<file path="src/rtl/core/wsd_pkg.sv">
// shared types and constants for the websocket frame deframer
`default_nettype none

package wsd_pkg;

   // result kind codes
   typedef enum logic [2:0] {
      KIND_DATA   = 3'd0,
      KIND_PING   = 3'd1,
      KIND_CLOSE  = 3'd2,
      KIND_LENERR = 3'd3,
      KIND_EMPTY  = 3'd4
   } kind_type;

   // opcodes and length codes of the frame header
   localparam logic [3:0] OP_CONT  = 4'h0;
   localparam logic [3:0] OP_CLOSE = 4'h8;
   localparam logic [3:0] OP_PING  = 4'h9;
   localparam logic [6:0] LEN_EXT16 = 7'd126;
   localparam logic [6:0] LEN_EXT64 = 7'd127;

   // one result item without its valid bit
   typedef struct packed {
      logic [7:0]  data;
      kind_type    kind;
      logic        first;
      logic        last;
      logic [3:0]  opcode;
      logic [15:0] length;
   } result_type;

endpackage

`default_nettype wire

</file>
<file path="src/rtl/core/wsd_parser.sv">
// frame header parser and payload unmasker, one byte per enabled cycle
`default_nettype none

module wsd_parser (
   input  wire                 clock,
   input  wire                 reset,
   input  wire                 step_en,
   input  wire  [7:0]          step_byte,
   output logic                res_valid,
   output wsd_pkg::result_type res
);
   import wsd_pkg::*;

   logic [3:0]  header_count_ff, header_count_in;
   logic [7:0]  first_byte_ff, first_byte_in;
   logic [7:0]  second_byte_ff, second_byte_in;
   logic [15:0] payload_length_ff, payload_length_in;
   logic [31:0] mask_key_ff, mask_key_in;
   logic [15:0] payload_count_ff, payload_count_in;
   logic [3:0]  saved_opcode_ff, saved_opcode_in;
   logic        halted_ff, halted_in;

   // full header length for a given second header byte
   function automatic logic [3:0] header_len(input logic [7:0] second);
      logic [3:0] n;
      n = 4'd2;
      if (second[6:0] == LEN_EXT16) n = n + 4'd2;
      if (second[7]) n = n + 4'd4;
      return n;
   endfunction

   // carries payload bytes out: every opcode below close, and ping
   function automatic logic carries_bytes(input logic [3:0] op);
      return (op < OP_CLOSE) || (op == OP_PING);
   endfunction

   logic [3:0]  raw_op;
   logic [3:0]  hlen;
   logic        do_finish;
   logic [7:0]  key_byte;
   logic [16:0] count_next;
   logic        last_byte;

   assign raw_op = first_byte_ff[3:0];
   assign hlen   = header_len(second_byte_ff);

   // mask key byte chosen by payload offset
   always_comb begin
      case (payload_count_ff[1:0])
         2'd0:    key_byte = mask_key_ff[31:24];
         2'd1:    key_byte = mask_key_ff[23:16];
         2'd2:    key_byte = mask_key_ff[15:8];
         default: key_byte = mask_key_ff[7:0];
      endcase
   end

   assign count_next = {1'b0, payload_count_ff} + 17'd1;
   assign last_byte  = count_next >= {1'b0, payload_length_ff};

   // next state and result for one byte
   always_comb begin
      header_count_in   = header_count_ff;
      first_byte_in     = first_byte_ff;
      second_byte_in    = second_byte_ff;
      payload_length_in = payload_length_ff;
      mask_key_in       = mask_key_ff;
      payload_count_in  = payload_count_ff;
      saved_opcode_in   = saved_opcode_ff;
      halted_in         = halted_ff;
      do_finish         = 1'b0;
      res_valid         = 1'b0;
      res.data          = 8'd0;
      res.kind          = KIND_DATA;
      res.first         = 1'b0;
      res.last          = 1'b0;
      res.length        = 16'd0;

      if (step_en && !halted_ff) begin
         if (header_count_ff == 4'd0) begin
            // first header byte: fin and opcode
            first_byte_in   = step_byte;
            header_count_in = 4'd1;
         end else if (header_count_ff == 4'd1) begin
            // second header byte: mask bit and length code
            second_byte_in  = step_byte;
            header_count_in = 4'd2;
            mask_key_in     = 32'd0;
            if (step_byte[6:0] == LEN_EXT64) begin
               halted_in = 1'b1;
               res_valid = 1'b1;
               res.kind  = KIND_LENERR;
            end else begin
               payload_length_in = (step_byte[6:0] < LEN_EXT16) ?
                                   {9'd0, step_byte[6:0]} : 16'd0;
               do_finish = (header_len(step_byte) == 4'd2);
            end
         end else if (header_count_ff < hlen) begin
            // extended length, then mask key
            if ((second_byte_ff[6:0] == LEN_EXT16) && (header_count_ff < 4'd4)) begin
               payload_length_in = {payload_length_ff[7:0], step_byte};
            end else begin
               mask_key_in = {mask_key_ff[23:0], step_byte};
            end
            header_count_in = header_count_ff + 4'd1;
            do_finish       = (header_count_in == hlen);
         end else begin
            // payload byte
            payload_count_in = count_next[15:0];
            if (last_byte) header_count_in = 4'd0;
            if (carries_bytes(raw_op)) begin
               res_valid  = 1'b1;
               res.data   = step_byte ^ key_byte;
               res.kind   = (raw_op == OP_PING) ? KIND_PING : KIND_DATA;
               res.first  = (payload_count_ff == 16'd0);
               res.last   = last_byte && first_byte_ff[7];
               res.length = payload_length_ff;
            end
         end

         // header complete
         if (do_finish) begin
            payload_count_in = 16'd0;
            if (raw_op == OP_CLOSE) begin
               halted_in  = 1'b1;
               res_valid  = 1'b1;
               res.kind   = KIND_CLOSE;
               res.length = payload_length_in;
            end else begin
               if ((raw_op < OP_CLOSE) && (raw_op != OP_CONT) && !first_byte_ff[7]) begin
                  saved_opcode_in = raw_op;
               end
               if (payload_length_in == 16'd0) begin
                  header_count_in = 4'd0;
                  if (carries_bytes(raw_op)) begin
                     res_valid = 1'b1;
                     res.kind  = KIND_EMPTY;
                     res.first = 1'b1;
                     res.last  = first_byte_ff[7];
                  end
               end
            end
         end
      end

      // effective opcode: continuation frames report the saved one
      res.opcode = (raw_op == OP_CONT) ? saved_opcode_in : raw_op;
   end

   // parser state
   always_ff @(posedge clock) begin
      if (reset) begin
         header_count_ff   <= 4'd0;
         first_byte_ff     <= 8'd0;
         second_byte_ff    <= 8'd0;
         payload_length_ff <= 16'd0;
         mask_key_ff       <= 32'd0;
         payload_count_ff  <= 16'd0;
         saved_opcode_ff   <= 4'd0;
         halted_ff         <= 1'b0;
      end else begin
         header_count_ff   <= header_count_in;
         first_byte_ff     <= first_byte_in;
         second_byte_ff    <= second_byte_in;
         payload_length_ff <= payload_length_in;
         mask_key_ff       <= mask_key_in;
         payload_count_ff  <= payload_count_in;
         saved_opcode_ff   <= saved_opcode_in;
         halted_ff         <= halted_in;
      end
   end

endmodule

`default_nettype wire

</file>
<file path="src/rtl/core/websocket_frame_deframer.sv">
// top level of the websocket client frame deframer
//
// The req channel takes the raw client byte stream, one byte per transfer.
// The block gathers each frame header (fin, opcode, mask bit, 7-bit or 16-bit
// length, mask key), then unmasks every payload byte and sends it on the rsp
// channel tagged as data or ping. Zero-length frames give one empty-frame item,
// a close frame gives one close item, and a 64-bit length code gives one
// length-error item; after close or length error the block swallows every byte
// until reset. Header bytes and frames with opcodes above ping give no item.
// A byte accepted into the input register is parsed from there, and its result is
// then registered in the result register, which drives rsp_tvalid.
// Throughput: one byte per cycle while the receiver does not stall, set by the
// single parse stage between the input register and the result register.
// When the receiver stalls with a result waiting, the byte in the input register
// waits too and req_tready follows rsp_tready; an empty input register still
// takes one byte. Reset is synchronous and clears all parser state and both
// valid flags; no warm-up is needed after it.
`default_nettype none

module websocket_frame_deframer (
   input  wire         clock,
   input  wire         reset,
   input  wire         req_tvalid,
   output logic        req_tready,
   input  wire  [7:0]  req_tdata,    // in_byte[7:0]
   output logic        rsp_tvalid,
   input  wire         rsp_tready,
   output logic [31:0] rsp_tdata,    // out_byte[7:0], frame_opcode[11:8],
                                     // frame_length[27:12], zero[31:28]
   output logic [3:0]  rsp_tuser,    // out_kind[2:0], frame_first[3]
   output logic        rsp_tlast     // message_end
);
   import wsd_pkg::*;

   logic       in_valid_ff, in_valid_in;
   logic [7:0] in_byte_ff;
   logic       rsp_valid_ff, rsp_valid_in;
   result_type rsp_ff;
   logic       advance;
   logic       step_valid;
   result_type step_res;

   // parse the held byte once the result register can take its result
   assign advance    = in_valid_ff && (!rsp_valid_ff || rsp_tready);
   assign req_tready = !in_valid_ff || advance;

   wsd_parser u_parser (
      .clock     (clock),
      .reset     (reset),
      .step_en   (advance),
      .step_byte (in_byte_ff),
      .res_valid (step_valid),
      .res       (step_res)
   );

   // input register
   always_comb begin
      if (req_tvalid && req_tready) in_valid_in = 1'b1;
      else if (advance)             in_valid_in = 1'b0;
      else                          in_valid_in = in_valid_ff;
   end

   always_ff @(posedge clock) begin
      if (reset) begin
         in_valid_ff <= 1'b0;
      end else begin
         in_valid_ff <= in_valid_in;
      end
   end

   always_ff @(posedge clock) begin
      if (req_tvalid && req_tready) begin
         in_byte_ff <= req_tdata;
      end
   end

   // result register
   always_comb begin
      if (advance)         rsp_valid_in = step_valid;
      else if (rsp_tready) rsp_valid_in = 1'b0;
      else                 rsp_valid_in = rsp_valid_ff;
   end

   always_ff @(posedge clock) begin
      if (reset) begin
         rsp_valid_ff <= 1'b0;
      end else begin
         rsp_valid_ff <= rsp_valid_in;
      end
   end

   always_ff @(posedge clock) begin
      if (advance && step_valid) begin
         rsp_ff <= step_res;
      end
   end

   // output packing
   assign rsp_tvalid = rsp_valid_ff;
   assign rsp_tdata  = {4'd0, rsp_ff.length, rsp_ff.opcode, rsp_ff.data};
   assign rsp_tuser  = {rsp_ff.first, rsp_ff.kind};
   assign rsp_tlast  = rsp_ff.last;

endmodule

`default_nettype wire
</file>
<file path="config.mk">
export PLATFORM = sky130hd
export DESIGN_NAME = websocket_frame_deframer
export DESIGN_NICKNAME = d
export VERILOG_FILES = /design/src/rtl/core/wsd_pkg.sv /design/src/rtl/core/wsd_parser.sv /design/src/rtl/core/websocket_frame_deframer.sv
export SDC_FILE = /design/constraint.sdc
export NUM_CORES = 1
export LEC_CHECK = 0
export BUFFER_PORTS_ARGS = -buffer_cell sky130_fd_sc_hd__buf_4
export CAP_MARGIN = 10
export CORE_ASPECT_RATIO = 0.6
export CORE_MARGIN = 4
export CORE_UTILIZATION = 45
export CTS_CLUSTER_SIZE = 8
export DETAILED_ROUTE_END_ITERATION = 12
export GPL_ROUTABILITY_DRIVEN = 0
export SETUP_SLACK_MARGIN = 0.02
export SYNTH_ARGS = -nofsm -noshare
export SYNTH_HDL_FRONTEND = slang
export SYNTH_SLANG_ARGS = --single-unit
</file>
<file path="constraint.sdc">
create_clock -name clock -period 10.35 [get_ports clock]
set_input_delay 0 -clock clock [delete_from_list [all_inputs] [get_ports clock]]
set_output_delay 0 -clock clock [all_outputs]
set_load 0.03 [all_outputs]
</file>
# After elaboration in Yosys (flattened, before gate mapping)
# Index checks and enable logic that the tools add are counted.
# word_totals
ff_bits	132
in_bits	12
elab_cells	154
# op_classes
add_sub_neg	4
n_lt_le_gt_ge	5
n_eq_ne	14
muxes	81
bitwise	4
reduce_logical	29
# op_table
op	count
2-to-1 mux 16 bit	16
2-to-1 mux 32 bit	3
2-to-1 mux 4 bit	22
zero test 16 bit	2
2-to-1 mux 13 bit	2
2-to-1 mux 1 bit	25
case mux 8 bit (3 select lines)	1
== test 7 bit (second input constant)	3
2-to-1 mux 5 bit	4
adder 16 x 1 -> 17 bit (second input constant)	1
greater-or-equal comparator 17 x 16 -> 1 bit	1
2-to-1 mux 3 bit	4
== test 4 bit (second input constant)	2
logical AND 1 bit	8
zero test 4 bit	2
AND reduction 4 bit	2
bitwise XOR 8 bit	1
less-than comparator 7 bit (second input constant)	1
2-to-1 mux 7 bit	1
2-to-1 mux 2 bit	3
!= test 2 bit (second input constant)	3
nonzero test 2 bit	3
OR reduction 5 bit	1
adder 3 x 3 -> 4 bit (second input constant)	1
18 further kinds	25

# Longest topological paths before layout
# depth
ltp_word	20
mapped_depth	14
depth_no_buf	13

# Hierarchy
# From an unflattened synthesis, not the netlist that was laid out.
# unflattened
cells_unflattened	748
area_unflattened_um2	6628.9
# modules_own_cells
mod	n_inst	cells_per_inst	area_per_inst_um2	seq_area_each_um2
wsd_parser	1	691	5261.3	1721.7
websocket_frame_deframer	1	57	1367.6	1271.2

# Worst setup path after synthesis
# OpenSTA, ideal clock, no wires.
# synth_path
kind	register to register
start	reg u_parser.second_byte_ff[0]
end	reg rsp_ff, in the netlist rsp_tdata[0] (enable)
arrival_time_ns	3.079
setup_slack_ns	6.883
stages_incl_launch_ff	13
path_cell_list	dfxtp_1 nand3b_1 nor2_1 ha_1 inv_1 ha_1 o21ai_0 a41oi_1 or2_0 o22a_1 nor4b_2 o21ai_1 inv_1
# synth_between
elab_chain_len	15
# synth_lines
item	line_no	text
from (decl)	wsd_parser.sv:16	logic [7:0] second_byte_ff, second_byte_in;
from (signal assigned)	wsd_parser.sv:163	second_byte_ff <= second_byte_in;
== test 7 bit *	wsd_parser.sv:27, wsd_parser.sv:99	
2-to-1 mux 3 bit	wsd_parser.sv:27	if (second[6:0] == LEN_EXT16) n = n + 4'd2;
adder 3 x 3 -> 4 bit	wsd_parser.sv:28	if (second[7]) n = n + 4'd4;
2-to-1 mux 4 bit	wsd_parser.sv:28	
less-than comparator 4 bit	wsd_parser.sv:97	end else if (header_count_ff < hlen) begin
2-to-1 mux 16 bit	wsd_parser.sv:97	
2-to-1 mux 16 bit	wsd_parser.sv:83	end else if (header_count_ff == 4'd1) begin
2-to-1 mux 16 bit	wsd_parser.sv:79	if (header_count_ff == 4'd0) begin
2-to-1 mux 16 bit	wsd_parser.sv:78	if (step_en && !halted_ff) begin
zero test 16 bit	wsd_parser.sv:132	if (payload_length_in == 16'd0) begin
2-to-1 mux 1 bit	wsd_parser.sv:132	
2-to-1 mux 1 bit	wsd_parser.sv:123	if (raw_op == OP_CLOSE) begin
2-to-1 mux 1 bit *	wsd_parser.sv:121	if (do_finish) begin
2-to-1 mux 1 bit *	wsd_parser.sv:78	
logical AND 1 bit *	websocket_frame_deframer.sv:93	if (advance && step_valid) begin
to (signal assigned)	websocket_frame_deframer.sv:94	rsp_ff <= step_res;
to (decl)	websocket_frame_deframer.sv:38	result_type rsp_ff;
# Mark *: on every way between the ends. The rest lies on a longest branch, timed or not. The select of a mux whose other input is x is not followed.
# A chain may end at the register's enable or synchronous reset.

# Worst setup path after layout
# layout_path
start	reg u_parser.second_byte_ff[0]
end	reg rsp_ff, in the netlist rsp_tdata[6] (enable)
# Same word-level chain as after synthesis.

==> impl_results.md <==
- Mux contribution to synthesized area: between 1 and 1.5%
- Top-count cell post-synth: nand2_1
- CP arrival: 3.92 ns
- Layout fillers: 1280
- Core area: 13900 µm²
- PnR worst setup slack: 6.49 ns
- Hold_buf cts: 10
- DP Worst Slack: 6.54 ns
- Non-filler cells, final: approximately 970
- Critical Path RT: 10.41 ns
- Synthesized-area fraction occupied by adder cells: 5.22%
- Die ar.: 16400 µm²
- Clk Latency, worst-skew pair: about 0.42 ns
- FF+latch count, synth: 129
- Cell variety after synth: between 60 and 70
- Via density: 5.88
- Fin. max-slew vios: 0
- Top-area cell type share of the netlist area: a little over a quarter
- # resized after CTS: 0
- Gr ovfl total: 0
- Period minus WS final: 3.86 ns
- Simple-gate area share of the yosys netlist: 21.4%
- Unrepaired setup endpoints after global routing: false
- Largest family of logic cells by synthesized area: simple AND/OR/NAND/NOR gates
- Worst hold path class: in2reg
- Layout cells sized above 1: 11.6%
- Family with the most delay on the worst path: simple AND/OR/NAND/NOR gates
- Root buffer cell: clkbuf_16
- Buffers added on ports: 46
- Endpoints failing setup: 0
- Die Wd: 163 µm
- CTS tree: built
- EDFF count, synth: 41
- Least-Margin Pin Slew: 0.937 ns
- PD cells: 157 nW/µm²
- Tcrit/Tclk final: 37.3%
- Chip Height: about 100 µm
- Clock transition at path regs: 0.06 ns
- Layout area overhead: 17.3%
- Clock tree sinks: around 130
- Initial Util: 46.7%
- Cell taking the most area after synthesis: dfxtp_1
- Inserted Diodes: 0
- Largest cells by area after synthesis: dfxtp_1 27%, edfxtp_1 19%, nand2_1 5.8%
- GRT Util Overall: 22.0%
- Clock skew: 0.0109 ns
- Worst-path maximum fanout: 32
- Compound-cell area share of the yosys netlist: ~17%
- Via count: 5710
- Path type of the worst setup path: reg2reg
- Post-Syn Instances: 732
- Register area share after synthesis: 46.2%
- Max incr delay on CP: approximately 0.47 ns
- Max rail drop VDD: roughly 0.081 mV
- Final hold viol count: 0
- Initial antenna violation count: 0
- Largest net degree at the start of global routing: 87
- Mapped cell area: 6470 µm²
- Final HPWL from detailed placement: 12.1 mm
- Max Cap Viol: 0
- Fmax: 0.259 GHz
- Critical path launch point type: flip-flop
- Post-Route WL: 17.7 mm
- Final ANT Viol Nets: 0
- Post-Syn Area per Cell: 8.85 µm²
- DR WL/cell: 18.2 µm
- Fin Setup TNS: 0 ns
- Asr flop ratio synth: 0%
- Primary FF master, synth: dfxtp_1
- Slew headroom: 37.1%
- Fin nets: 805
- Setup bufs post-CTS: 0
- Post-synthesis xor/xnor area fraction: 3.38%
- Critical path's slowest cell: nor4b_2
- Buf+Inv Stages, Crit Path: 3
- First-pass GRT wire length: 28.2 mm
- Htree depth: 4
- I/O Pins: 51
- CP endpoint kind: flip-flop
- Clock Path Buffers: 2
- Vias in the first global route: 5338
- Leak pwr: 2.79 nW
- DP Cell Count: slightly above 900
- Commonest cells post-synth: 100 x nand2_1, 88 x dfxtp_1, 72 x a21oi_1
- Cell breakdown of the critical path: nand3b_1, nor2_1, ha_1, inv_1, ha_1, o21ai_0, and4_1, mux2i_1, o21a_1, nor4b_2, o21ai_1, inv_1, buf_4
- Yosys warnings: 0
- DR iter-0 viols: 588
- Cell row count: 33
- Outcome: complete, no violations
- CTS Buf Count: 17
- DRC Markers: 0
- DRT Pass-1 Iters: 7
-- report_power, final --
part	total, W	switching, W	internal [W]
sequential	0.000537	0.0000112	0.000526
clock	0.000600	0.000218	0.000381
combinational	0.0000559	0.0000374	0.0000186
-- logic make-up (layout without fill, tap and decap cells) --
group | count (synthesis) | after routing
AOI/OAI and AO/OA | 171 | 171
other | 1 | 4
muxes | 8 | 8
buffers and inverters | 78 | 122
DFF | 129 | 129
xor gates and xnor gates | 25 | 25
adders and majority gates | 27 | 27
and+or+nand+nor | 293 | 293
-- final timing paths --
path	start	endpoint	slack, ns	cells past startpoint
setup reg to reg	u_parser.second_byte_ff[0]	rsp_tdata[6]	6.49	13
hold / removal	rsp_tready	rsp_tvalid	0.004	3
hold reg to reg	u_parser.mask_key_ff[31]	u_parser.mask_key_ff[31]	0.45	2
setup / recovery	u_parser.second_byte_ff[0]	rsp_tdata[6]	6.49	13
-- flip-flops by register name, summed over array words and instances (netlist names) --
register,flops
u_parser.mask_key_ff,32
rsp_tdata,28
u_parser.payload_count_ff,16
u_parser.payload_length_ff,16
in_byte_ff,8
u_parser.second_byte_ff,8
u_parser.first_byte_ff,5
rsp_tuser,4
u_parser.header_count_ff,4
u_parser.saved_opcode_ff,4
in_valid_ff,1
rsp_tlast,1
rsp_tvalid,1
u_parser.halted_ff,1
-- tightest hold or removal path, cell delays in order --
cell and delay [ns]:
buf_4 0.08, nand2b_1 0.17, a21oi_1 0.11
-- stage by stage --
| step | hold WS (ns) | instance area [µm²] | total power (W) | utilization [%] |
|---|---|---|---|---|
| final | 0.00443 | 7600 | 0.00119 | 54.8 |
| after CTS | 0.000348 | 7580 | 0.00120 | 54.7 |
| after detailed placement | 0.179 | 6880 | 0.000599 | 49.6 |
| after global placement | 0.178 | 6880 | 0.000598 | 49.6 |
| after floorplan | 0.0989 | 6490 | 0.000581 | - |
| after global routing | 0.0468 | 7600 | 0.00123 | 54.8 |
-- per-layer routing --
layer | track usage [%] | up-vias | routed length (µm)
li1 | - | 2705 | -
met1 | 31.1 | 2732 | 8180
met2 | 31.3 | 250 | 7440
met3 | 8.01 | 23 | 1810
met4 | 7.02 | 0 | 243
met5 | 0 | - | 0
-- final cells by class --
type	instances	area, µm²	share of cell area (%)
Sequential cell	129	2990	39.4
Clock buffer	30	588	7.74
Inverter	28	105	1.38
Timing Repair Buffer	62	498	6.55
Multi-Input combinational cell	528	3160	41.6
Clock inverter	2	10.0	0.132
Tap cell	192	240	3.16
-- layout by cell type, fill, tap and decap left out, types with 5 or more instances in the layout --
master	instances
clkbuf_8	5
a21oi_1	72
and3_1	7
and2_1	7
nor2_1	60
dlygate4sd3_1	10
dfxtp_1	88
nor4_1	5
nand4_1	6
nor3_1	12
inv_1	28
mux2i_1	8
a22oi_1	17
nand2_1	100
a222oi_1	8
clkbuf_1	5
buf_4	51
ha_1	27
nand3_1	67
o21ai_0	20
and4_1	5
xor2_1	7
xnor2_1	18
edfxtp_1	41
clkbuf_16	20
a22o_1	13
(Power assumes the default switching activity.)
